==> src/hw/rtl/fbfl_pkg.sv <==
// Shared types and codes for the fixed block free list unit.
package fbfl_pkg;

  localparam int unsigned CountW = 11;
  localparam int unsigned IndexW = 10;
  localparam int unsigned AddrW  = 48;
  localparam int unsigned SizeW  = 17;
  localparam int unsigned LinkW  = 11;

  // Actions carried in the input tuser field
  localparam logic [1:0] ACT_INIT  = 2'd0;
  localparam logic [1:0] ACT_ALLOC = 2'd1;
  localparam logic [1:0] ACT_FREE  = 2'd2;
  localparam logic [1:0] ACT_RANGE = 2'd3;

  // Result status codes
  localparam logic [1:0] ST_OK    = 2'd0;
  localparam logic [1:0] ST_EMPTY = 2'd1;
  localparam logic [1:0] ST_RANGE = 2'd2;

  // Register indexes, paddr[4:3]
  localparam logic [1:0] REG_COUNT = 2'd0;
  localparam logic [1:0] REG_BASE  = 2'd1;
  localparam logic [1:0] REG_SIZE  = 2'd2;

  localparam logic [CountW-1:0] COUNT_RST = 11'd1024;
  localparam logic [AddrW-1:0]  BASE_RST  = 48'd0;
  localparam logic [SizeW-1:0]  SIZE_RST  = 17'd4096;
  localparam logic [LinkW-1:0]  HEAD_RST  = 11'd1024;

  typedef struct packed {
    logic [CountW-1:0] blk_count;
    logic [AddrW-1:0]  base_address;
    logic [SizeW-1:0]  blk_size;
  } cfg_t;

  typedef struct packed {
    logic             wr;
    logic             rd;
    logic [LinkW-1:0] idx;
    logic [LinkW-1:0] wdata;
  } link_req_t;

  typedef struct packed {
    logic [1:0]        status;
    logic [IndexW-1:0] result_index;
    logic [AddrW-1:0]  result_address;
  } res_t;

endpackage

==> src/hw/rtl/fbfl_cfg_regs.sv <==
// APB register file: object count, base address, object size.
module fbfl_cfg_regs (
  input  logic          clk_i,
  input  logic          rst_ni,
  input  logic          psel,
  input  logic          penable,
  input  logic          pwrite,
  input  logic [4:0]    paddr,
  input  logic [63:0]   pwdata,
  output logic [63:0]   prdata,
  output logic          pready,
  output fbfl_pkg::cfg_t cfg_o
);
  import fbfl_pkg::*;

  cfg_t cfg_q, cfg_d;
  logic wr_en;

  assign pready = 1'b1;
  assign wr_en  = psel && penable && pwrite;

  always_comb begin
    cfg_d = cfg_q;
    if (wr_en) begin
      case (paddr[4:3])
        REG_COUNT: cfg_d.blk_count    = pwdata[CountW-1:0];
        REG_BASE:  cfg_d.base_address = pwdata[AddrW-1:0];
        REG_SIZE:  cfg_d.blk_size     = pwdata[SizeW-1:0];
        default:   cfg_d = cfg_q;
      endcase
    end
  end

  always_ff @(posedge clk_i or negedge rst_ni) begin
    if (!rst_ni) begin
      cfg_q.blk_count    <= COUNT_RST;
      cfg_q.base_address <= BASE_RST;
      cfg_q.blk_size     <= SIZE_RST;
    end else begin
      cfg_q <= cfg_d;
    end
  end

  always_comb begin
    case (paddr[4:3])
      REG_COUNT: prdata = {53'd0, cfg_q.blk_count};
      REG_BASE:  prdata = {16'd0, cfg_q.base_address};
      REG_SIZE:  prdata = {47'd0, cfg_q.blk_size};
      default:   prdata = 64'd0;
    endcase
  end

  assign cfg_o = cfg_q;

endmodule

==> config.mk <==
export PLATFORM = sky130hd
export DESIGN_NAME = fbfl_cfg_regs
export DESIGN_NICKNAME = d
export VERILOG_FILES = /design/src/hw/rtl/fbfl_pkg.sv /design/src/hw/rtl/fbfl_cfg_regs.sv
export SDC_FILE = /design/constraint.sdc
export NUM_CORES = 1
export LEC_CHECK = 0
export CAP_MARGIN = 20
export CORE_UTILIZATION = 35
export DETAILED_ROUTE_END_ITERATION = 16
export DONT_BUFFER_PORTS = 1
export PLACE_DENSITY = 0.49
export SYNTH_ARGS = -nofsm -noshare
export SYNTH_HDL_FRONTEND = slang
export SYNTH_SLANG_ARGS = --single-unit
==> constraint.sdc <==
create_clock -name clk_i -period 1.1 [get_ports clk_i]
set_input_delay 0 -clock clk_i [delete_from_list [all_inputs] [get_ports clk_i]]
set_output_delay 0 -clock clk_i [all_outputs]
set_load 0.01 [all_outputs]
==> out/results.txt <==
Worst path cell trace = mux2i_1 > o21ai_1 > buf_4
Final Critical Period = 1160 ps
1st-pass router iterations = 4
Drt drc = 0
Largest family of logic cells by synthesized area = multiplexers
Status = finished with violations
IO Count = 215
CP Capture Type = output port
Routed Antenna Nets = 0
Detailed router's first-iteration violation count = 35
Period Utilization, post-route = 105%
Leakage power = 1.97 nW
Max-cap viol count = 0
R2R depth = 2
Die area = 10500 sq um
Critical Path Fanout Max = 3
Critical path arrival = 1160 ps
Via density = 4.88
H-tree depth = 3
Initial antenna violation count = 0
Post-route insts no fill = 454
Postcts setup bufs = 0
Placer Congestion = 0.651
Ant. Diodes = 0
Hpwl dp = 4900 um
Crit path kind = reg2out
Starting density of the core = 36.0%
Worst R2R End = cfg_o[75]$_DFFE_PN1P_
Crit path max-delay family = flip-flops
Area fraction in compound gates after synthesis = 3.06%
Mapped Cells = 264
Simple-gate portion of the synthesized area = 7.94%
Adder-cell share of the synthesized area = 0%
Final Max Tran Viols = 0
Placement Rows = 36
Final Hold Fails = 76
Reg area = 1910 sq um
Largest net degree at the start of global routing = 77
Final setup viols = 3
Core Box Area = 9770 sq um
Mean cell area of the mapped netlist = 13.3 sq um
WP buf/inv = 1
Post-Route WL = 7750 um
IO Port Bufs = 0
Worst flop-to-flop path startpoint = cfg_o[75]$_DFFE_PN1P_
Pwr Density = 1830 nW/um^2
Post-place setup slack = -37.5 ps
Synth unique cells = 20
Vias in the first global route = 2117
Failing checks = negative hold slack, negative setup slack
Vias = 2217
Final Instance Area = 4420 sq um
Fin nets = 391
Global-route wire length before repair = 11000 um
Clk root buf = clkbuf_8
Flops & latches, synth = 76
Largest stage delay on the critical path = 450 ps
GRT Overall Usage = 14.3%
Cts hold-fix bufs = 48
DP Area = 3680 sq um
RSZ-0062 raised after global routing = true
CTS tree = built
Inst Count DP = 391
Grt total ovfl = 0
Routed len/inst = 17.1 um
Mux cell area share after synthesis = 28.5%
Synth-to-layout area growth = 25.7%
Die height = 102 um
R2R setup slack = 250 ps
Clock skew = 0 ps
Num CTS Buffers = 9
Power Total = 0.00810 W
Clock buffer depth = 2
Clk_lat worst skew = 340 ps
Share of cells above drive strength 1 = 38.3%
Setup crit start kind = flip-flop
Max rail drop VDD = 0.845 mV
Die width = 102 um
Fillers = 882
Fmax = 863 MHz
PnR worst setup slack = -58.6 ps
Synthesized cell area = 3520 sq um
Synthesis Warnings = 0
Minimum hold slack = -649 ps
Clock slew at reported path FFs = 80 ps
Critical-path top delay cell = dfrtp_2
CTS sink cnt = 76
Area of the multi-input gates = 1520 sq um
Worst EP required = 1100 ps
Post-Synth XOR/XNOR Area = 0%
Register area share after synthesis = 54.2%
Hold Path Class = in2async
Number of flip-flops in the largest register = 76
[worst register-to-register path: cells and delay by family (launching register included)]
kind	cells	cell delay, ps
flops	1	530
buf+inv	1	120
mux	1	140
[through the flow]
stage	util, %	setup TNS [ps]	hold slack (ps)
5_1_grt	45.2	-622	-686
3_5_place_dp	37.6	-922	-294
4_1_cts	45.1	-263	-683
3_3_place_gp	37.6	-1180	-294
2_1_floorplan	-	-509	-296
6_report	45.2	-137	-649
[report_power, final]
part / switching (W) / total [W] / internal (W) / leakage, nW
registers: 0.000899 / 0.00436 / 0.00346 / 0.925
clock network: 0.00100 / 0.00239 / 0.00139 / 0.111
logic: 0.000507 / 0.00135 / 0.000839 / 0.931
[routing by layer]
layer | routed length (um) | track usage (%) | vias to the layer above
met1 | 3120 | 15.4 | 1114
met4 | 121 | 6.26 | 0
met3 | 547 | 4.79 | 10
met2 | 3960 | 25.5 | 118
li1 | - | - | 975
met5 | 0 | 0 | -
[placed cells by master (no fill, tap or decap)]
cell type,instances
buf_4,11
o21ai_2,9
buf_12,2
dfrtp_1,71
or3b_1,1
nand2_1,11
clkbuf_8,11
nor3b_4,1
clkinvlp_4,1
mux2i_1,11
o21ai_1,2
conb_1,17
mux2_4,10
nor2b_2,2
dfstp_2,2
mux2_2,66
clkinv_2,1
nor3_2,1
bufinv_16,2
a22o_1,6
nand3_4,1
dlygate4sd3_1,48
dfrtp_2,3
and2_1,31
[kinds of logic after synthesis]
family | count (synthesis)
mux | 87
flops | 76
simple gates | 48
buf+inv | 34
compound gates | 17
other cells | 2
[synthesized netlist by cell type, drive strengths merged]
cell    count  area, sq um
mux2       76          893
dfrtp      74         1850
and2       31          194
buf        27          188
mux2i      11          110
nand2      11         41.3
o21ai      11         55.1
clkbuf      7         26.3
a22o        6         52.6
conb        2         7.51
dfstp       2         52.6
nor2b       2         12.5
nand3       1         5.00
nor3        1         5.00
nor3b       1         12.5
or3b        1         8.76
[how the worst max path moves through the flow]
stage | slack [ps] | cells after the start | from | end
after floorplan | -60 | 5 | paddr[3] | cfg_o[10]$_DFFE_PN0P_
after global placement | -30 | 4 | pwrite | cfg_o[38]$_DFFE_PN0P_
after detailed placement | -40 | 4 | pwrite | cfg_o[11]$_DFFE_PN0P_
after CTS | -90 | 3 | cfg_o[26]$_DFFE_PN0P_ | prdata[9]
after global routing | -150 | 3 | cfg_o[74]$_DFFE_PN0P_ | prdata[9]
final | -60 | 3 | cfg_o[26]$_DFFE_PN0P_ | prdata[9]
[cell type report]
cell class	instances	share of cell area, %
sequential	76	43.2
clock buffer	11	3.43
multi-input combinational	169	34.3
clock inverter	4	1.64
tap	133	3.77
timing repair buffer	61	13.7
[timing repair]
| item | in CTS | in global routing |
|---|---|---|
| pin swaps | 1 | 0 |
| gates resized for setup | 19 | 4 |
| setup endpoints to repair | 12 | 12 |
| endpoints found under the hold margin | 152 | 76 |
Power figures use the tool's default switching activity.
