## config.mk

```make
export PLATFORM = sky130hd
export DESIGN_NAME = fbfl_addr_calc
export DESIGN_NICKNAME = d
export VERILOG_FILES = /design/src/hw/rtl/fbfl_pkg.sv /design/src/hw/rtl/fbfl_addr_calc.sv
export SDC_FILE = /design/constraint.sdc
export NUM_CORES = 1
export LEC_CHECK = 0
export BUFFER_PORTS_ARGS = -buffer_cell sky130_fd_sc_hd__buf_2
export CAP_MARGIN = 20
export CELL_PAD_IN_SITES_DETAIL_PLACEMENT = 0
export CELL_PAD_IN_SITES_GLOBAL_PLACEMENT = 1
export CORE_AREA = 5 5 126 158
export CTS_CLUSTER_SIZE = 30
export DETAILED_ROUTE_END_ITERATION = 8
export DIE_AREA = 0 0 131 163
export MAX_ROUTING_LAYER = met4
export PLACE_DENSITY_LB_ADDON = 0.1
export SYNTH_ARGS = -nofsm -noshare
export SYNTH_HDL_FRONTEND = slang
export SYNTH_SLANG_ARGS = --single-unit
```

## constraint.sdc

```tcl
create_clock -name clk_i -period 20.4 [get_ports clk_i]
set_input_delay 6.12 -clock clk_i [delete_from_list [all_inputs] [get_ports clk_i]]
set_output_delay 6.12 -clock clk_i [all_outputs]
set_load 0.1 [all_outputs]
```

## src/hw/rtl/fbfl_pkg.sv

```systemverilog
// Shared types and codes for the fixed block free list unit.
package fbfl_pkg;

  localparam int unsigned CountW = 11;
  localparam int unsigned IndexW = 10;
  localparam int unsigned AddrW  = 48;
  localparam int unsigned SizeW  = 17;
  localparam int unsigned LinkW  = 11;

  // Actions carried in the input tuser field
  localparam logic [1:0] ACT_INIT  = 2'd0;
  localparam logic [1:0] ACT_ALLOC = 2'd1;
  localparam logic [1:0] ACT_FREE  = 2'd2;
  localparam logic [1:0] ACT_RANGE = 2'd3;

  // Result status codes
  localparam logic [1:0] ST_OK    = 2'd0;
  localparam logic [1:0] ST_EMPTY = 2'd1;
  localparam logic [1:0] ST_RANGE = 2'd2;

  // Register indexes, paddr[4:3]
  localparam logic [1:0] REG_COUNT = 2'd0;
  localparam logic [1:0] REG_BASE  = 2'd1;
  localparam logic [1:0] REG_SIZE  = 2'd2;

  localparam logic [CountW-1:0] COUNT_RST = 11'd1024;
  localparam logic [AddrW-1:0]  BASE_RST  = 48'd0;
  localparam logic [SizeW-1:0]  SIZE_RST  = 17'd4096;
  localparam logic [LinkW-1:0]  HEAD_RST  = 11'd1024;

  typedef struct packed {
    logic [CountW-1:0] blk_count;
    logic [AddrW-1:0]  base_address;
    logic [SizeW-1:0]  blk_size;
  } cfg_t;

  typedef struct packed {
    logic             wr;
    logic             rd;
    logic [LinkW-1:0] idx;
    logic [LinkW-1:0] wdata;
  } link_req_t;

  typedef struct packed {
    logic [1:0]        status;
    logic [IndexW-1:0] result_index;
    logic [AddrW-1:0]  result_address;
  } res_t;

endpackage

```

## src/hw/rtl/fbfl_addr_calc.sv

```systemverilog
// Block address: registered index * size, then base added.
module fbfl_addr_calc (
  input  logic                        clk_i,
  input  logic                        start_i,
  input  logic [fbfl_pkg::LinkW-1:0]  idx_i,
  input  logic [fbfl_pkg::SizeW-1:0]  size_i,
  input  logic [fbfl_pkg::AddrW-1:0]  base_i,
  output logic [fbfl_pkg::AddrW-1:0]  addr_o
);
  import fbfl_pkg::*;

  localparam int unsigned ProdW = LinkW + SizeW;

  logic [ProdW-1:0] prod_q;

  always_ff @(posedge clk_i) begin
    if (start_i) begin
      prod_q <= ProdW'(idx_i) * ProdW'(size_i);
    end
  end

  // wraps to 48 bits
  assign addr_o = base_i + AddrW'(prod_q);

endmodule

```

==> qor.yml, run 1 <==
dominantRegCellSynth: "sky130_fd_sc_hd__edfxtp_1"
post_cts_hold_buffer_count: 0
path_max_fanout: 11
path_cells: "buf_2 > ha_1 > a2111oi_0 > o21ai_1 > a21oi_1 > a21oi_1 > o21a_1 > a21oi_1 > o21ai_0 > o31ai_1 > buf_2"
setup_viol_count_final: 0
placed_cells_incl_taps: 1311
tritoncts: "built"
critPathMostFrequentCell: "sky130_fd_sc_hd__a21oi_1"
critPathSlowestCell: "sky130_fd_sc_hd__a21oi_1"
clk_root_buffer_cell: "sky130_fd_sc_hd__clkbuf_16"
coreArea_um2: 18400
synth_fp_nets: 1303
final-seq-area_um2: 841
timing.setup.critical_path_class: "input port to output port"
timing.max_cap.violations: 0
clk_pin_slew_ns: 0.06
fin_crit_sh: 0.765
layout.cells.non_filler: 1315
start_util: 0.475
timing_worst_slew_pin_value_ns: 0.921
worstSetupStartpointType: "input port"
rsz0062_at_grt: "no"
timing.final.crit_period_ns: 15.60
route.vias.total: 6793
largest_register: "prod_q"
drt_iter0_markers: 208
multiInputGateArea_um2: 7090
nFillCells: 1844
hold_violations: 0
synth.ff_latch_count: 28
clockBufferDepth: 2
antenna_found_initial: 0
clock_sink_count: 28
grt_overflow_total: 0
total_global_routing_track_utilization: 0.193
port_buffers: 125
yosys.cell_types.count: 55
vias_per_instance: 5.17
layout.cells.most_common: "sky130_fd_sc_hd__inv_1"
postSynthAreaPerCell_um2: 8.75
max_clock_freq_ghz: 0.0641
global_route_wire_length_before_repair_um: 33200
worst_slew_margin_rel: 0.386
die_width_um: 131
async_reset_ff_frac: 0
wl_um: 19400
route.antenna.remaining_nets: 0
number_of_buffers_created_by_cts: 3
timing.critical_path.to_type: "output port"
cp.required_ns: 14.28
critPathMaxStageDelay_ns: 0.72
rows: 56
setup_total_negative_slack_ns: 0
most_used_cells_in_the_layout_excluding_fill_and_tap_cells: "166 x sky130_fd_sc_hd__inv_1, 135 x sky130_fd_sc_hd__fa_1, 125 x sky130_fd_sc_hd__buf_2"
synth.yosys.warnings: 0
detailed_place_hpwl_um: 16600
cts_resized: 0
maximum_number_of_pins_on_one_net_before_global_route_repair: 29
hold_path_class: "input port to register"
drt_drc_violations_left: 0
postSynthCellCount: 996
slew_violations: 0
synth-seq-area-share: 0.0965
path_delay_family: "compound AO/OA/AOI/OAI gates"
finish.net_count: 1391
wl_per_cell_um: 14.8
cts-htree-levels: 1
top_level_ports: 126
run_status: "completed"
drive_gt1_frac: 0.134
cts_setup_buffers: 0
die_area_um2: 21400
first_drt_pass_iteration_count: 4
synth_enable_flop_cells: 28
largest_reg_flops: 28
layout-area-overhead-vs-synth_pct: 9.89
chipHeight_um: 163
gp_routability_congestion: 0.837
biggestRegsByFlops: "prod_q x28"
synthesis.area_um2: 8720
worst-path-buf-inv: 2
worst-endpoint-arrival_ns: 9.48
num_antenna_cells: 0
vias_in_the_first_global_route: 6881
-- cell usage after synthesis, drive strengths merged (3+ instances only) --
library cell / instances / share of area
o21a: 7 / 0.0060
and3: 9 / 0.0065
and2: 100 / 0.072
nand2: 110 / 0.047
xor2: 24 / 0.024
nor4: 5 / 0.0036
clkbuf: 41 / 0.018
a21o: 26 / 0.023
a311oi: 3 / 0.0030
o31ai: 4 / 0.0040
o21bai: 5 / 0.0043
ha: 94 / 0.13
edfxtp: 28 / 0.096
o31a: 5 / 0.0050
xnor2: 38 / 0.038
nor3: 9 / 0.0052
o21ai: 29 / 0.017
or2: 3 / 0.0022
and4: 3 / 0.0030
nor2: 33 / 0.014
a21oi: 49 / 0.028
a211oi: 3 / 0.0026
nor2b: 6 / 0.0052
fa: 135 / 0.31
inv: 166 / 0.071
nand3: 17 / 0.0098
nand4: 10 / 0.0072
a31oi: 3 / 0.0022
o211ai: 3 / 0.0026
-- layer usage --
layer  up-vias  wire length [um]  track usage
li1       3385                 -            -
met1      3267              9220        0.273
met2       121              9090        0.311
met3        20               859      0.00886
met4         0               245       0.0355
met5         -                 0            -
-- worst paths after layout --
path | slack (ns) | start | end | cells past startpoint
min | 6.32 | size_i[0] | prod_q[0]$_DFFE_PP_ | 2
max | 4.80 | base_i[6] | addr_o[37] | 11
-- area by class of cell --
type / instances / share of cell area
Multi-Input combinational cell: 760 / 0.741
Sequential cell: 28 / 0.0878
Timing Repair Buffer: 125 / 0.0653
Inverter: 166 / 0.0650
Tap cell: 232 / 0.0303
Clock buffer: 3 / 0.00784
Clock inverter: 1 / 0.00313
-- cell families after synthesis --
kind of cell    count (synthesis)  share of synthesized area
fa+ha+maj                     229                      0.445
mux                             1                    0.00129
buf+inv                       208                     0.0897
compound gates                153                      0.119
simple gates                  315                      0.186
xor+xnor                       62                     0.0623
flops                          28                     0.0965
-- stage by stage --
| stage | util | hold slack [ns] | area, um^2 | worst slack [ns] |
|---|---|---|---|---|
| floorplan | - | 6.23 | 8720 | 4.43 |
| global placement | 0.516 | 6.60 | 9470 | 4.90 |
| detailed placement | 0.516 | 6.60 | 9470 | 4.82 |
| CTS | 0.522 | 6.32 | 9580 | 4.82 |
| global route | 0.522 | 6.34 | 9580 | 4.49 |
| finish | 0.522 | 6.32 | 9580 | 4.80 |
Power of run 1 is left out: the tool's default activity adds up to more than one toggle a clock period on the data nets, which glitch-free logic cannot reach.
==> run 2: changes to the inputs <==
--- a/config.mk
+++ b/config.mk
@@ -9,10 +9,10 @@
 export CAP_MARGIN = 20
 export CELL_PAD_IN_SITES_DETAIL_PLACEMENT = 0
 export CELL_PAD_IN_SITES_GLOBAL_PLACEMENT = 1
-export CORE_AREA = 5 5 126 158
+export CORE_AREA = 5 5 130 162
 export CTS_CLUSTER_SIZE = 30
 export DETAILED_ROUTE_END_ITERATION = 8
-export DIE_AREA = 0 0 131 163
+export DIE_AREA = 0 0 135 167
 export MAX_ROUTING_LAYER = met4
 export PLACE_DENSITY_LB_ADDON = 0.1
 export SYNTH_ARGS = -nofsm -noshare
==> constraint.sdc (replaced) <==
create_clock -name clk_i -period 15.6 [get_ports clk_i]
set_input_delay 4.68 -clock clk_i [delete_from_list [all_inputs] [get_ports clk_i]]
set_output_delay 4.68 -clock clk_i [all_outputs]
set_load 0.1 [all_outputs]
==> run 2 against run 1 <==
Net effect: utilization shrank 2.4 points; global-route usage shrank 1.2 points; critical endpoint is now addr_o[46]; worst hold slack lost 1.4 ns; routed wire length is essentially flat.
==> qor.yml, run 2 (synthesis gave the netlist of run 1 again) <==
chipHeight_um: 167
cts-htree-levels: 1
setup_total_negative_slack_ns: 0
layout.cells.most_common: "sky130_fd_sc_hd__inv_1"
timing_worst_slew_pin_value_ns: 0.827
clockBufferDepth: 2
antenna_found_initial: 0
die_width_um: 135
largest_reg_flops: 28
clock_sink_count: 28
drt_iter0_markers: 212
most_used_cells_in_the_layout_excluding_fill_and_tap_cells: "166 x sky130_fd_sc_hd__inv_1, 135 x sky130_fd_sc_hd__fa_1, 125 x sky130_fd_sc_hd__buf_2"
timing.final.crit_period_ns: 12.62
clk_pin_slew_ns: 0.06
vias_per_instance: 5.00
total_global_routing_track_utilization: 0.181
timing.setup.critical_path_class: "input port to output port"
number_of_buffers_created_by_cts: 3
globalRoute.busiestLayer: "met2"
start_util: 0.451
num_antenna_cells: 0
hold_path_class: "input port to register"
worst-endpoint-arrival_ns: 7.94
largest_register: "prod_q"
path_max_fanout: 10
drt_drc_violations_left: 0
grt_overflow_total: 0
post_cts_hold_buffer_count: 0
run_status: "completed"
timing.max_cap.violations: 0
port_buffers: 125
biggestRegsByFlops: "prod_q x28"
clk_root_buffer_cell: "sky130_fd_sc_hd__clkbuf_16"
use_met2: 0.304
setup_viol_count_final: 0
worstSetupStartpointType: "input port"
vias_in_the_first_global_route: 6925
cp.required_ns: 10.92
cts_setup_buffers: 0
rsz0062_at_grt: "no"
timing.critical_path.to_type: "output port"
fin_crit_sh: 0.809
wl_per_cell_um: 14.4
max_clock_freq_ghz: 0.0793
coreArea_um2: 19300
layout-area-overhead-vs-synth_pct: 10.4
global_route_wire_length_before_repair_um: 33300
detailed_place_hpwl_um: 16700
gp_routability_congestion: 0.830
maximum_number_of_pins_on_one_net_before_global_route_repair: 29
cts_resized: 0
first_drt_pass_iteration_count: 4
drive_gt1_frac: 0.134
route.antenna.remaining_nets: 0
hold_violations: 0
finish.net_count: 1391
worst_slew_margin_rel: 0.449
route.vias.total: 6744
rows: 57
slew_violations: 0
wl_um: 19400
globalRouteMet1Util: 0.252
top_level_ports: 126
groute.layer.met3.usage: 0.00724
die_area_um2: 22500
nFillCells: 1944
tritoncts: "built"
## run 2: cell counts in the layout (fill, tap and decap cells not counted)
Identical to the previous run, type by type.
## run 2: metrics by stage
step | setup slack [ns] | std cells | util | area [um^2] | hold slack (ns)
after CTS | 2.91 | 1348 | 0.498 | 9620 | 4.88
after global placement | 2.97 | 1344 | 0.492 | 9520 | 5.17
after global routing | 2.58 | 1348 | 0.498 | 9620 | 4.90
after floorplan | 2.51 | 996 | - | 8720 | 4.79
final | 2.98 | 1348 | 0.498 | 9620 | 4.88
after detailed placement | 2.91 | 1344 | 0.492 | 9520 | 5.16
## run 2: critical path, cell delays in order
cell and delay, ns:
sky130_fd_sc_hd__buf_2 0.08, sky130_fd_sc_hd__ha_1 0.18, sky130_fd_sc_hd__inv_1 0.06, sky130_fd_sc_hd__fa_1 0.39, sky130_fd_sc_hd__nor2b_1 0.15, sky130_fd_sc_hd__o31a_1 0.18, sky130_fd_sc_hd__o21ai_1 0.16, sky130_fd_sc_hd__o31a_1 0.37
sky130_fd_sc_hd__o31ai_2 0.40, sky130_fd_sc_hd__o221ai_2 0.33, sky130_fd_sc_hd__nor4b_2 0.34, sky130_fd_sc_hd__xor2_1 0.16, sky130_fd_sc_hd__buf_2 0.44
## run 2: final cells by class
type | count | area (um^2) | share of cell area
inverter | 166 | 623 | 0.0648
multi-input combinational | 760 | 7090 | 0.737
clock buffer | 3 | 75.1 | 0.00780
clock inverter | 1 | 30.0 | 0.00312
sequential | 28 | 841 | 0.0874
tap | 265 | 332 | 0.0345
timing repair buffer | 125 | 626 | 0.0650
## run 2: layer usage
layer,up-vias,share of wire
met1,3241,0.48
met3,7,0.033
met5,-,0
li1,3383,-
met4,0,0.0062
met2,113,0.48
## run 2: path summary, 6_finish.rpt
| kind | from | end | slack (ns) | cells after the start |
|---|---|---|---|---|
| setup / recovery | base_i[0] | addr_o[46] | 2.98 | 13 |
| hold / removal | size_i[0] | prod_q[0]$_DFFE_PP_ | 4.88 | 2 |
Power of run 2 is left out for the same reason.
