## config.mk

```make
export PLATFORM = sky130hd
export DESIGN_NAME = fbfl_ctrl
export DESIGN_NICKNAME = d
export VERILOG_FILES = /design/src/hw/rtl/fbfl_pkg.sv /design/src/hw/rtl/fbfl_ctrl.sv
export SDC_FILE = /design/constraint.sdc
export NUM_CORES = 1
export LEC_CHECK = 0
export BUFFER_PORTS_ARGS = -buffer_cell sky130_fd_sc_hd__buf_2
export CORE_MARGIN = 5
export CORE_UTILIZATION = 54
export DETAILED_ROUTE_END_ITERATION = 10
export GPL_ROUTABILITY_DRIVEN = 0
export PLACE_DENSITY = 0.87
export SYNTH_ARGS = -nofsm -noshare
export SYNTH_HDL_FRONTEND = slang
export SYNTH_SLANG_ARGS = --single-unit
```

## constraint.sdc

```tcl
create_clock -name clk_i -period 13.6 [get_ports clk_i]
set_clock_uncertainty 0.05 [all_clocks]
set_input_delay 2.72 -clock clk_i [delete_from_list [all_inputs] [get_ports clk_i]]
set_output_delay 2.72 -clock clk_i [all_outputs]
set_load 0.01 [all_outputs]
```

## src/hw/rtl/fbfl_pkg.sv

```systemverilog
// Shared types and codes for the fixed block free list unit.
package fbfl_pkg;

  localparam int unsigned CountW = 11;
  localparam int unsigned IndexW = 10;
  localparam int unsigned AddrW  = 48;
  localparam int unsigned SizeW  = 17;
  localparam int unsigned LinkW  = 11;

  // Actions carried in the input tuser field
  localparam logic [1:0] ACT_INIT  = 2'd0;
  localparam logic [1:0] ACT_ALLOC = 2'd1;
  localparam logic [1:0] ACT_FREE  = 2'd2;
  localparam logic [1:0] ACT_RANGE = 2'd3;

  // Result status codes
  localparam logic [1:0] ST_OK    = 2'd0;
  localparam logic [1:0] ST_EMPTY = 2'd1;
  localparam logic [1:0] ST_RANGE = 2'd2;

  // Register indexes, paddr[4:3]
  localparam logic [1:0] REG_COUNT = 2'd0;
  localparam logic [1:0] REG_BASE  = 2'd1;
  localparam logic [1:0] REG_SIZE  = 2'd2;

  localparam logic [CountW-1:0] COUNT_RST = 11'd1024;
  localparam logic [AddrW-1:0]  BASE_RST  = 48'd0;
  localparam logic [SizeW-1:0]  SIZE_RST  = 17'd4096;
  localparam logic [LinkW-1:0]  HEAD_RST  = 11'd1024;

  typedef struct packed {
    logic [CountW-1:0] blk_count;
    logic [AddrW-1:0]  base_address;
    logic [SizeW-1:0]  blk_size;
  } cfg_t;

  typedef struct packed {
    logic             wr;
    logic             rd;
    logic [LinkW-1:0] idx;
    logic [LinkW-1:0] wdata;
  } link_req_t;

  typedef struct packed {
    logic [1:0]        status;
    logic [IndexW-1:0] result_index;
    logic [AddrW-1:0]  result_address;
  } res_t;

endpackage

```

## src/hw/rtl/fbfl_ctrl.sv

```systemverilog
// Sequencer: init walk, pop, push and range push over the link memory.
module fbfl_ctrl #(
  parameter int unsigned MAX_OBJECTS = 1024
) (
  input  logic                         clk_i,
  input  logic                         rst_ni,
  input  fbfl_pkg::cfg_t               cfg_i,
  input  logic                         in_valid_i,
  output logic                         in_ready_o,
  input  logic [1:0]                   action_i,
  input  logic [fbfl_pkg::IndexW-1:0]  block_index_i,
  input  logic [fbfl_pkg::CountW-1:0]  run_length_i,
  output fbfl_pkg::link_req_t          link_req_o,
  input  logic [fbfl_pkg::LinkW-1:0]   link_rdata_i,
  output logic                         addr_start_o,
  output logic [fbfl_pkg::LinkW-1:0]   addr_idx_o,
  input  logic [fbfl_pkg::AddrW-1:0]   addr_i,
  output logic                         res_valid_o,
  input  logic                         res_ready_i,
  output fbfl_pkg::res_t               res_o
);
  import fbfl_pkg::*;

  localparam logic [2:0] S_IDLE  = 3'd0;
  localparam logic [2:0] S_INIT  = 3'd1;
  localparam logic [2:0] S_ALLOC = 3'd2;
  localparam logic [2:0] S_RANGE = 3'd3;
  localparam logic [2:0] S_RESP  = 3'd4;

  localparam logic [16:0] MaxObj = 17'(MAX_OBJECTS);

  logic [2:0]        state_q, state_d;
  logic [LinkW-1:0]  head_q, head_d;
  logic [CountW-1:0] walk_q, walk_d;     // init index or remaining range count
  logic [IndexW-1:0] bidx_q, bidx_d;
  logic              err_q, err_d;
  res_t              res_q, res_d;

  logic [CountW-1:0] pool_n;
  logic [LinkW:0]    range_idx;          // one bit wider: index + run can pass 2047
  logic              accept;

  assign pool_n = ({6'd0, cfg_i.blk_count} > MaxObj) ? CountW'(MaxObj)
                                                     : cfg_i.blk_count;
  assign range_idx = {2'b00, bidx_q} + {1'b0, walk_q} - 12'd1;
  assign in_ready_o = (state_q == S_IDLE);
  assign accept     = in_valid_i && in_ready_o;

  always_comb begin
    state_d      = state_q;
    head_d       = head_q;
    walk_d       = walk_q;
    bidx_d       = bidx_q;
    err_d        = err_q;
    res_d        = res_q;
    link_req_o   = '0;
    addr_start_o = 1'b0;
    addr_idx_o   = head_q;

    case (state_q)
      S_IDLE: begin
        if (accept) begin
          res_d.status         = ST_OK;
          res_d.result_index   = '0;
          res_d.result_address = '0;
          bidx_d               = block_index_i;
          state_d              = S_RESP;
          case (action_i)
            ACT_INIT: begin
              walk_d = '0;
              if (pool_n == '0) begin
                head_d = '0;
              end else begin
                state_d = S_INIT;
              end
            end
            ACT_ALLOC: begin
              if (head_q >= pool_n) begin
                res_d.status = ST_EMPTY;
              end else begin
                link_req_o.rd      = 1'b1;
                link_req_o.idx     = head_q;
                addr_start_o       = 1'b1;
                res_d.result_index = head_q[IndexW-1:0];
                state_d            = S_ALLOC;
              end
            end
            ACT_FREE: begin
              res_d.result_index = block_index_i;
              if ({1'b0, block_index_i} < pool_n) begin
                link_req_o.wr    = 1'b1;
                link_req_o.idx   = {1'b0, block_index_i};
                link_req_o.wdata = head_q;
                head_d           = {1'b0, block_index_i};
              end else begin
                res_d.status = ST_RANGE;
              end
            end
            default: begin
              // free range: push from highest index down
              res_d.result_index = block_index_i;
              err_d              = 1'b0;
              walk_d             = run_length_i;
              if (run_length_i != '0) begin
                state_d = S_RANGE;
              end
            end
          endcase
        end
      end
      S_INIT: begin
        link_req_o.wr    = 1'b1;
        link_req_o.idx   = walk_q;
        link_req_o.wdata = walk_q + 11'd1;
        walk_d           = walk_q + 11'd1;
        if (walk_q + 11'd1 == pool_n) begin
          head_d  = '0;
          state_d = S_RESP;
        end
      end
      S_ALLOC: begin
        head_d               = link_rdata_i;
        res_d.result_address = addr_i;
        state_d              = S_RESP;
      end
      S_RANGE: begin
        if (range_idx < {1'b0, pool_n}) begin
          link_req_o.wr    = 1'b1;
          link_req_o.idx   = range_idx[LinkW-1:0];
          link_req_o.wdata = head_q;
          head_d           = range_idx[LinkW-1:0];
        end else begin
          err_d = 1'b1;
        end
        walk_d = walk_q - 11'd1;
        if (walk_q == 11'd1) begin
          res_d.status = (err_d) ? ST_RANGE : ST_OK;
          state_d      = S_RESP;
        end
      end
      S_RESP: begin
        if (res_ready_i) begin
          state_d = S_IDLE;
        end
      end
      default: begin
        state_d = S_IDLE;
      end
    endcase
  end

  always_ff @(posedge clk_i or negedge rst_ni) begin
    if (!rst_ni) begin
      state_q <= S_IDLE;
      head_q  <= HEAD_RST;
      walk_q  <= '0;
      err_q   <= 1'b0;
    end else begin
      state_q <= state_d;
      head_q  <= head_d;
      walk_q  <= walk_d;
      err_q   <= err_d;
    end
  end

  always_ff @(posedge clk_i) begin
    bidx_q <= bidx_d;
    res_q  <= res_d;
  end

  assign res_valid_o = (state_q == S_RESP);
  assign res_o       = res_q;

endmodule

```

==> impl.org, run 1 <==
** Setup path
- In this run the worst path has a maximum fanout of 12.
- For the worst setup path, the data required time is 10.83 ns.
- The worst setup path is captured at an output port.
- STA puts the critical path data arrival time at 6.16 ns.
- In this run the register-to-register setup slack is 7.92 ns.
- Start point of the critical path :: cfg_i[75]
- The critical path in this run is classified as input pin to output port.
- The worst setup path is launched from an input pin.
- Reg2reg start :: walk_q[0]$_DFFE_PN0P_

** STA
- Min Clock Period, post-route :: 8.93 ns
- Setup_tns :: 0 ns
- Max-slew violation total from the final report :: 0
- Worst rel slew slack :: 16.0%
- Actual slew at the worst max-slew pin :: 1.26 ns
- Final number of hold-violating endpoints :: 0
- RSZ-0062 raised after global routing :: false
- For this run, the top clock speed supported by timing is 0.112 GHz.
- After layout, the worst path uses 65.6% of the clock period.
- Final setup violating endpoints :: 0

** Route
- Drc violations :: 0
- The count of nets left with antenna violations once routing finished came out at 0.
- In the routed layout, each cell is associated on average with a via count of 6.08.
- Across all layers, the routed design uses 6102 vias.
- Number of iterations in the first detailed-routing pass :: 6
- Final Routed Wirelength :: 20700 um
- Final routed wire length divided by cell count :: 20.6 um
- Number of DRC violations after detailed-routing iteration 0 :: 740

** Floorplan
- Floorplan core area :: 0.0120 mm^2
- For this configuration, the core starts out at a cell density of 55.0%.
- Area enclosed by the die boundary :: 0.0145 mm^2
- Die height :: 121 um
- Chip Width :: 121 um
- Row count :: 40
- IO Pins :: 260

** Synthesis
- Counting flops with an async set or reset pin after synthesis yields a share of 27.1%.
- Count of synthesis-stage warnings from yosys :: 0
- Post-synth net total :: 898
- The synthesized netlist contains 63 unique library cells.
- In the synthesized netlist, the number of instances is 678.
- Flip-flop and latch count after synthesis :: 96
- Among all cell types in the netlist, the one instantiated most often is sky130_fd_sc_hd__edfxtp_1.
- Of all cell types, the one taking the most synthesized area is sky130_fd_sc_hd__edfxtp_1.
- Mean area per synthesized cell :: 9.75 um^2
- The synthesized netlist occupies a cell area of 0.00661 mm^2.
- The synthesized design contains 70 enable-type register cells.
- Summed over its instances, the top area cell type makes up 31.8% of the synthesized netlist area.
- Among all flip-flop cells after synthesis, the most frequent one is sky130_fd_sc_hd__edfxtp_1.
- Ranked by instance count, the synthesized netlist is headed by sky130_fd_sc_hd__edfxtp_1, sky130_fd_sc_hd__inv_1, sky130_fd_sc_hd__ha_1.
- Sequential fraction of the synthesis area :: 41.7%
- Ranked by total cell area, the synthesized netlist is headed by sky130_fd_sc_hd__edfxtp_1, sky130_fd_sc_hd__ha_1, sky130_fd_sc_hd__dfrtp_1.

** Flow run
- The tool flagged a number of max-cap violations equal to 0.

** Power
- The worst-case IR drop observed on VDD is 120 uV.
- In this run the power density over the cells is 234 mW/mm^2.
- Summed over all cells, the static leakage comes to 0.00364 uW.

** Global route
- Pin count of the biggest net entering global routing :: 50
- Global Route Usage Sum :: 28.1%
- The first global-routing pass estimated 31600 um of wire.
- Vias in the first global route :: 5972
- Global routing finished with a remaining overflow of 0.
- Number of antenna violations at the first check in global routing :: 0

** Clock network
- Clock latency on the worst-skew pair, taken at its later pin, is 0.35 ns.
- Root buffer cell :: sky130_fd_sc_hd__clkbuf_16
- Count of H-tree levels built during CTS :: 3
- CTS Buf Count :: 9
- Total of hold buffers inserted after clock tree synthesis :: 0
- Clock tree from TritonCTS :: done
- PostCTS Resize Cnt :: 0
- The tree built by TritonCTS fans out to 96 sinks.
- Clock Pin Slew Worst Setup and Hold Paths :: 0.08 ns
- Post-CTS setup buffer count :: 0
- The clock passes through at most 2 buffers.

** Finish
- Layout cell share with drive strength beyond 1 :: 27.2%
- Area growth, synth to finish :: 20.1%
- Final #Nets :: 1072
- With fillers left out, the area of the finished cells amounts to 0.00794 mm^2.
- The repair_antennas step left the layout with diodes totalling 0.

** Min path
- Origin of the worst min-delay path :: err_q$_DFFE_PN0P_
- Worst hold-check path type :: register to register

** Placed design
- The wire-length estimate of the detail-placed layout is 16200 um.
- In this run the cell area measured after placement is 0.00765 mm^2.
- Port buffer count :: 194

** Outcome
- The run finished with clean final reports.
## stage by stage
step | total power (uW) | cells | utilization (%) | setup slack [ns] | hold slack (ns)
5_1_grt | 1980 | 1004 | 66.1 | 4.45 | 0.582
2_1_floorplan | 1260 | 678 | - | 5.63 | 0.462
4_1_cts | 1830 | 1004 | 66.1 | 4.79 | 0.540
3_3_place_gp | 1550 | 988 | 63.7 | 4.83 | 0.493
6_report | 1850 | 1004 | 66.1 | 4.67 | 0.546
3_5_place_dp | 1580 | 988 | 63.7 | 4.81 | 0.523
## kinds of logic after synthesis
| family | Yosys count | synth area share [%] |
|---|---|---|
| muxes | 16 | 3.05 |
| AOI/OAI and AO/OA | 182 | 19.0 |
| adders and majority gates | 58 | 11.1 |
| buffers and inverters | 101 | 6.10 |
| DFF | 96 | 41.7 |
| xor gates and xnor gates | 23 | 3.05 |
| and+or+nand+nor | 202 | 16.1 |
## placed cells by master, fill, tap and decap left out, types with 16 or more instances in the layout
cell type                  Yosys  layout
sky130_fd_sc_hd__ha_1         57      57
sky130_fd_sc_hd__a22o_1       16      16
sky130_fd_sc_hd__inv_1        66      66
sky130_fd_sc_hd__xnor2_1      16      16
sky130_fd_sc_hd__dfrtp_1      25      25
sky130_fd_sc_hd__edfxtp_1     70      70
sky130_fd_sc_hd__a21oi_1      32      32
sky130_fd_sc_hd__and2_1       53      53
sky130_fd_sc_hd__buf_2         6     194
sky130_fd_sc_hd__a22oi_1      22      22
sky130_fd_sc_hd__o21ai_0      47      46
sky130_fd_sc_hd__nor2_1       51      50
sky130_fd_sc_hd__nand2_1      36      36
## final timing paths
| path | end | depth (start not counted) |
|---|---|---|
| max | link_req_o[9] | 13 |
| min | err_q$_DFFE_PN0P_ | 2 |
| max reg2reg | addr_idx_o[6]$_DFFE_PN0P_ | 20 |
| min reg2reg | err_q$_DFFE_PN0P_ | 2 |
| max in group asynchronous | walk_q[2]$_DFFE_PN0P_ | 1 |
| min in group asynchronous | addr_idx_o[5]$_DFFE_PN0P_ | 1 |
## sequential cells by signal, summed over array words and instances (netlist names)
register / cells
res_o: 60
addr_idx_o: 11
walk_q: 11
bidx_q: 10
state_q: 3
err_q: 1
## final cells by class
type / count / area, um^2
multi-input combinational: 481 / 3460
tap: 147 / 184
sequential: 96 / 2750
timing repair buffer: 198 / 1000
inverter: 66 / 248
fill: 972 / 4080
clock buffer: 9 / 225
clock inverter: 7 / 58.8
## report_power, final
part           internal, uW  switching, uW  total [uW]
combinational           415            636        1050
sequential              444            114         558
clock                   127            117         244
total                   986            867        1850
## worst max-delay path: stages
cell and delay (ns):
sky130_fd_sc_hd__buf_2 0.18, sky130_fd_sc_hd__inv_1 0.34, sky130_fd_sc_hd__nand2_1 0.27, sky130_fd_sc_hd__ha_1 0.34
sky130_fd_sc_hd__o21ai_0 0.16, sky130_fd_sc_hd__a31oi_1 0.06, sky130_fd_sc_hd__o31ai_1 0.26, sky130_fd_sc_hd__a31oi_1 0.15
sky130_fd_sc_hd__nor4_1 0.31, sky130_fd_sc_hd__and2_1 0.55, sky130_fd_sc_hd__a21o_1 0.43, sky130_fd_sc_hd__o2bb2ai_1 0.19
sky130_fd_sc_hd__buf_2 0.18
## routing by layer
layer	up-vias	global-route usage [%]	share of wire [%]
met5	-	0	0
met4	0	12.9	4.0
met3	79	6.03	11
met2	421	45.8	47
met1	2788	35.7	38
li1	2814	-	-
No activity file was read; power rests on OpenSTA's default activity.
==> inputs of run 2 (changes only) <==
--- a/config.mk
+++ b/config.mk
@@ -7,10 +7,10 @@
 export LEC_CHECK = 0
 export BUFFER_PORTS_ARGS = -buffer_cell sky130_fd_sc_hd__buf_2
 export CORE_MARGIN = 5
-export CORE_UTILIZATION = 54
+export CORE_UTILIZATION = 50
 export DETAILED_ROUTE_END_ITERATION = 10
 export GPL_ROUTABILITY_DRIVEN = 0
-export PLACE_DENSITY = 0.87
+export PLACE_DENSITY = 0.82
 export SYNTH_ARGS = -nofsm -noshare
 export SYNTH_HDL_FRONTEND = slang
 export SYNTH_SLANG_ARGS = --single-unit
==> constraint.sdc (replaced) <==
create_clock -name clk_i -period 9 [get_ports clk_i]
set_clock_uncertainty 0.05 [all_clocks]
set_input_delay 1.8 -clock clk_i [delete_from_list [all_inputs] [get_ports clk_i]]
set_output_delay 1.8 -clock clk_i [all_outputs]
set_load 0.01 [all_outputs]
==> run 2 against run 1 <==
  * Clock power up 65%
  * Core utilization is 4.9 points lower
  * First-iteration DRC count is 3.9% lower
  * Global-route usage decreased by 1.7 points
  * Combinational power rose by 53%
  * Critical endpoint is now link_req_o[0]
  * Routed wire length up 3.3%
  * Worst hold slack worse by 0.021 ns
==> impl.org, run 2 (synthesis gave the netlist of run 1 again) <==
** Setup path
- Reg2reg start :: walk_q[2]$_DFFE_PN0P_ (was walk_q[0]$_DFFE_PN0P_)
- Startpoint types :: register (was input pin)
- Maximum fanout count along the critical path :: 12 (unchanged)
- Required time of the worst setup path :: 7.15 ns (was 10.83 ns)
- The end of the worst register-to-register path is addr_idx_o[6]$_DFFE_PN0P_ (unchanged).
- The data arrival time at the worst-slack endpoint came to 5.99 ns (was 6.16 ns).
- Start point of the critical path :: walk_q[2]$_DFFE_PN0P_ (was cfg_i[75])
- The critical path endpoint category was an output port (unchanged).
- Worst setup path category :: register to output port (was input pin to output port)
- R2r worst-path depth :: 17 (was 20)
- The worst setup slack for register-to-register paths came to 2.97 ns (was 7.92 ns).

** STA
- Setup_tns :: 0 ns (unchanged)
- Max-slew violation total from the final report :: 0 (unchanged)
- The relative slew slack came to 10.2% (was 16.0%).
- Final setup violating endpoints :: 0 (unchanged)
- Timing would allow up to 0.127 GHz.
- The pin slew with the least headroom to its limit came to 1.34 ns (was 1.26 ns).
- The total count of hold-check failures in the final report is 0 (unchanged).
- Minimum hold slack :: 0.525 ns (was 0.546 ns)
- In the finished design, the share of the clock period the worst path needs comes to 87.2%.
- Counting I/O delays and the setup requirement, the final critical path takes 7.84 ns.
- RSZ-0062 raised after global routing :: false (unchanged)

** Route
- The average vias per placed instance was 5.98 (was 6.08).
- The post-route antenna net violation count is 0 (unchanged).
- Vias after detailed routing :: 6180 (was 6102)
- The detailed-router iteration count before antenna repair came to 6 (unchanged).
- The average routed wire per standard cell is 20.7 um (was 20.6 um).
- Final Routed Wirelength :: 21400 um (was 20700 um)
- Drc violations :: 0 (unchanged)
- The detailed router's first-iteration violation count is 711 (was 740).

** Finish
- Final #Nets :: 1072 (unchanged)
- Flip-flop count of the largest register, all copies and words added :: 60 (unchanged)
- The fraction of layout instances using a drive strength above 1 came to 27.3% (was 27.2%).
- Most frequent cells in the layout :: sky130_fd_sc_hd__buf_2, sky130_fd_sc_hd__edfxtp_1, sky130_fd_sc_hd__inv_1 (unchanged)
- The growth of design area from synthesis to finish was 21.1% (was 20.1%).
- The number of antenna diodes came to 0 (unchanged).
- The commonest non-fill, non-tap cell in the layout is sky130_fd_sc_hd__buf_2 (unchanged).

** Min path
- The worst hold path endpoint is err_q$_DFFE_PN0P_ (unchanged).
- The hold path startpoint is err_q$_DFFE_PN0P_ (unchanged).
- The type of the tightest min-delay check is register to register (unchanged).
- Worst hold path cell count :: 2 (unchanged)

** Clock network
- Maximum count of clock buffers along a single path :: 2 (unchanged)
- Root buffer cell :: sky130_fd_sc_hd__clkbuf_16 (unchanged)
- Count of H-tree levels built during CTS :: 3 (unchanged)
- The number of buffers inserted for hold repair after clock tree synthesis is 0 (unchanged).
- The number of sinks on the clock net is 96 (unchanged).
- The clock latency at the later pin of the worst-skew pair was 0.35 ns (about the same).
- The CTS tree was done (unchanged).
- The TritonCTS buffer count was 9 (unchanged).
- The post-cts repair resize count came to 0 (unchanged).
- The register clock-pin slew on the reported worst setup and hold paths came to 0.07 ns (was 0.08 ns).
- The post-CTS repair timing setup buffer count came to 0 (unchanged).

** Floorplan
- Chip Width :: 125 um (was 121 um)
- Row count :: 42 (was 40)
- IO Pins :: 260 (unchanged)
- Area enclosed by the die boundary :: 0.0156 mm^2 (was 0.0145 mm^2)
- The initial core utilization came to 50.5% (was 55.0%).
- The area inside the core boundary is 0.0131 mm^2 (was 0.0120 mm^2).
- The die outline height was 125 um (was 121 um).

** Power
- The maximum vdd ir drop came to 214 uV (was 120 uV).
- The total power divided by cell area is 358 mW/mm^2 (was 234 mW/mm^2).
- Cell leakage power :: 0.00366 uW (was 0.00364 uW)

** Global route
- The number of antenna violations at the first check in global routing came to 0 (unchanged).
- The pin count of the biggest net entering global routing came to 49 (was 50).
- Global Route Usage Sum :: 26.4% (was 28.1%)
- The wire length of the first global-routing pass was 32400 um (was 31600 um).
- The remaining global-route overflow was 0 (unchanged).
- The number of global-route vias before repair was 5981 (was 5972).

** Outcome
- Outcome :: finished, final reports clean (unchanged)

** Placed design
- The half-perimeter wire length of the detailed placement result came to 16300 um (was 16200 um).
- The number of port buffers was 194 (unchanged).

** Flow run
- MaxCap Viol Count :: 0 (unchanged)
-- run 2: cell count changes in the layout (fill, tap and decap cells not counted), sizes merged --
| cell | change |
|---|---|
| inv | -1 |
| bufinv | +1 |
| clkinv | +2 |
| clkinvlp | -2 |
-- run 2: metrics by stage --
stage / power [uW] / utilization (%) / instances / cell area [um^2] / worst slack, ns
finish: 2860 / 61.1 / 1033 / 8000 / 1.16
global placement: 2370 / 58.7 / 1017 / 7690 / 1.73
global route: 3050 / 61.1 / 1033 / 8000 / 0.967
CTS: 2830 / 61.1 / 1033 / 8000 / 1.33
detailed placement: 2420 / 58.7 / 1017 / 7690 / 1.73
floorplan: 1900 / - / 678 / 6610 / 2.87
-- run 2: per-layer routing --
layer	track usage, %	part of all wire [%]
met1	33.3	37
met2	43.3	47
met3	7.33	12
met4	10.3	3.2
met5	0	0
-- run 2: power breakdown --
part           internal, uW  switching [uW]
registers               671             178
logic                   623             989
clock network           222             180
total                  1520            1350
-- run 2: layout make-up --
cell class | instances | area, um^2
clock inverter | 7 | 88.8
clock buffer | 9 | 225
timing repair buffer | 198 | 1000
fill | 1102 | 5080
sequential | 96 | 2750
multi-input combinational | 481 | 3460
tap | 176 | 220
inverter | 66 | 248
-- run 2: how the worst max path moves through the flow --
stage | end
after floorplan | link_req_o[12]
after global placement | link_req_o[0]
after detailed placement | link_req_o[0]
after CTS | link_req_o[0]
after global routing | link_req_o[0]
final | link_req_o[0]
-- run 2: worst max-delay path, cell delays in order (launching register included) --
cell                        delay (ns)
sky130_fd_sc_hd__dfrtp_1          0.53
sky130_fd_sc_hd__inv_1            0.20
sky130_fd_sc_hd__ha_1             0.37
sky130_fd_sc_hd__inv_1            0.06
sky130_fd_sc_hd__ha_1             0.29
sky130_fd_sc_hd__a21oi_1          0.17
sky130_fd_sc_hd__o21ai_0          0.13
sky130_fd_sc_hd__a2111oi_0        0.61
sky130_fd_sc_hd__nor2_1           0.13
sky130_fd_sc_hd__xnor2_1          0.42
sky130_fd_sc_hd__ha_1             0.32
sky130_fd_sc_hd__o21a_1           0.19
sky130_fd_sc_hd__o21ai_0          0.15
sky130_fd_sc_hd__a31oi_1          0.07
sky130_fd_sc_hd__nor4_1           0.49
sky130_fd_sc_hd__and2_1           0.54
sky130_fd_sc_hd__a21o_1           0.50
sky130_fd_sc_hd__a22o_1           0.29
sky130_fd_sc_hd__buf_2            0.16
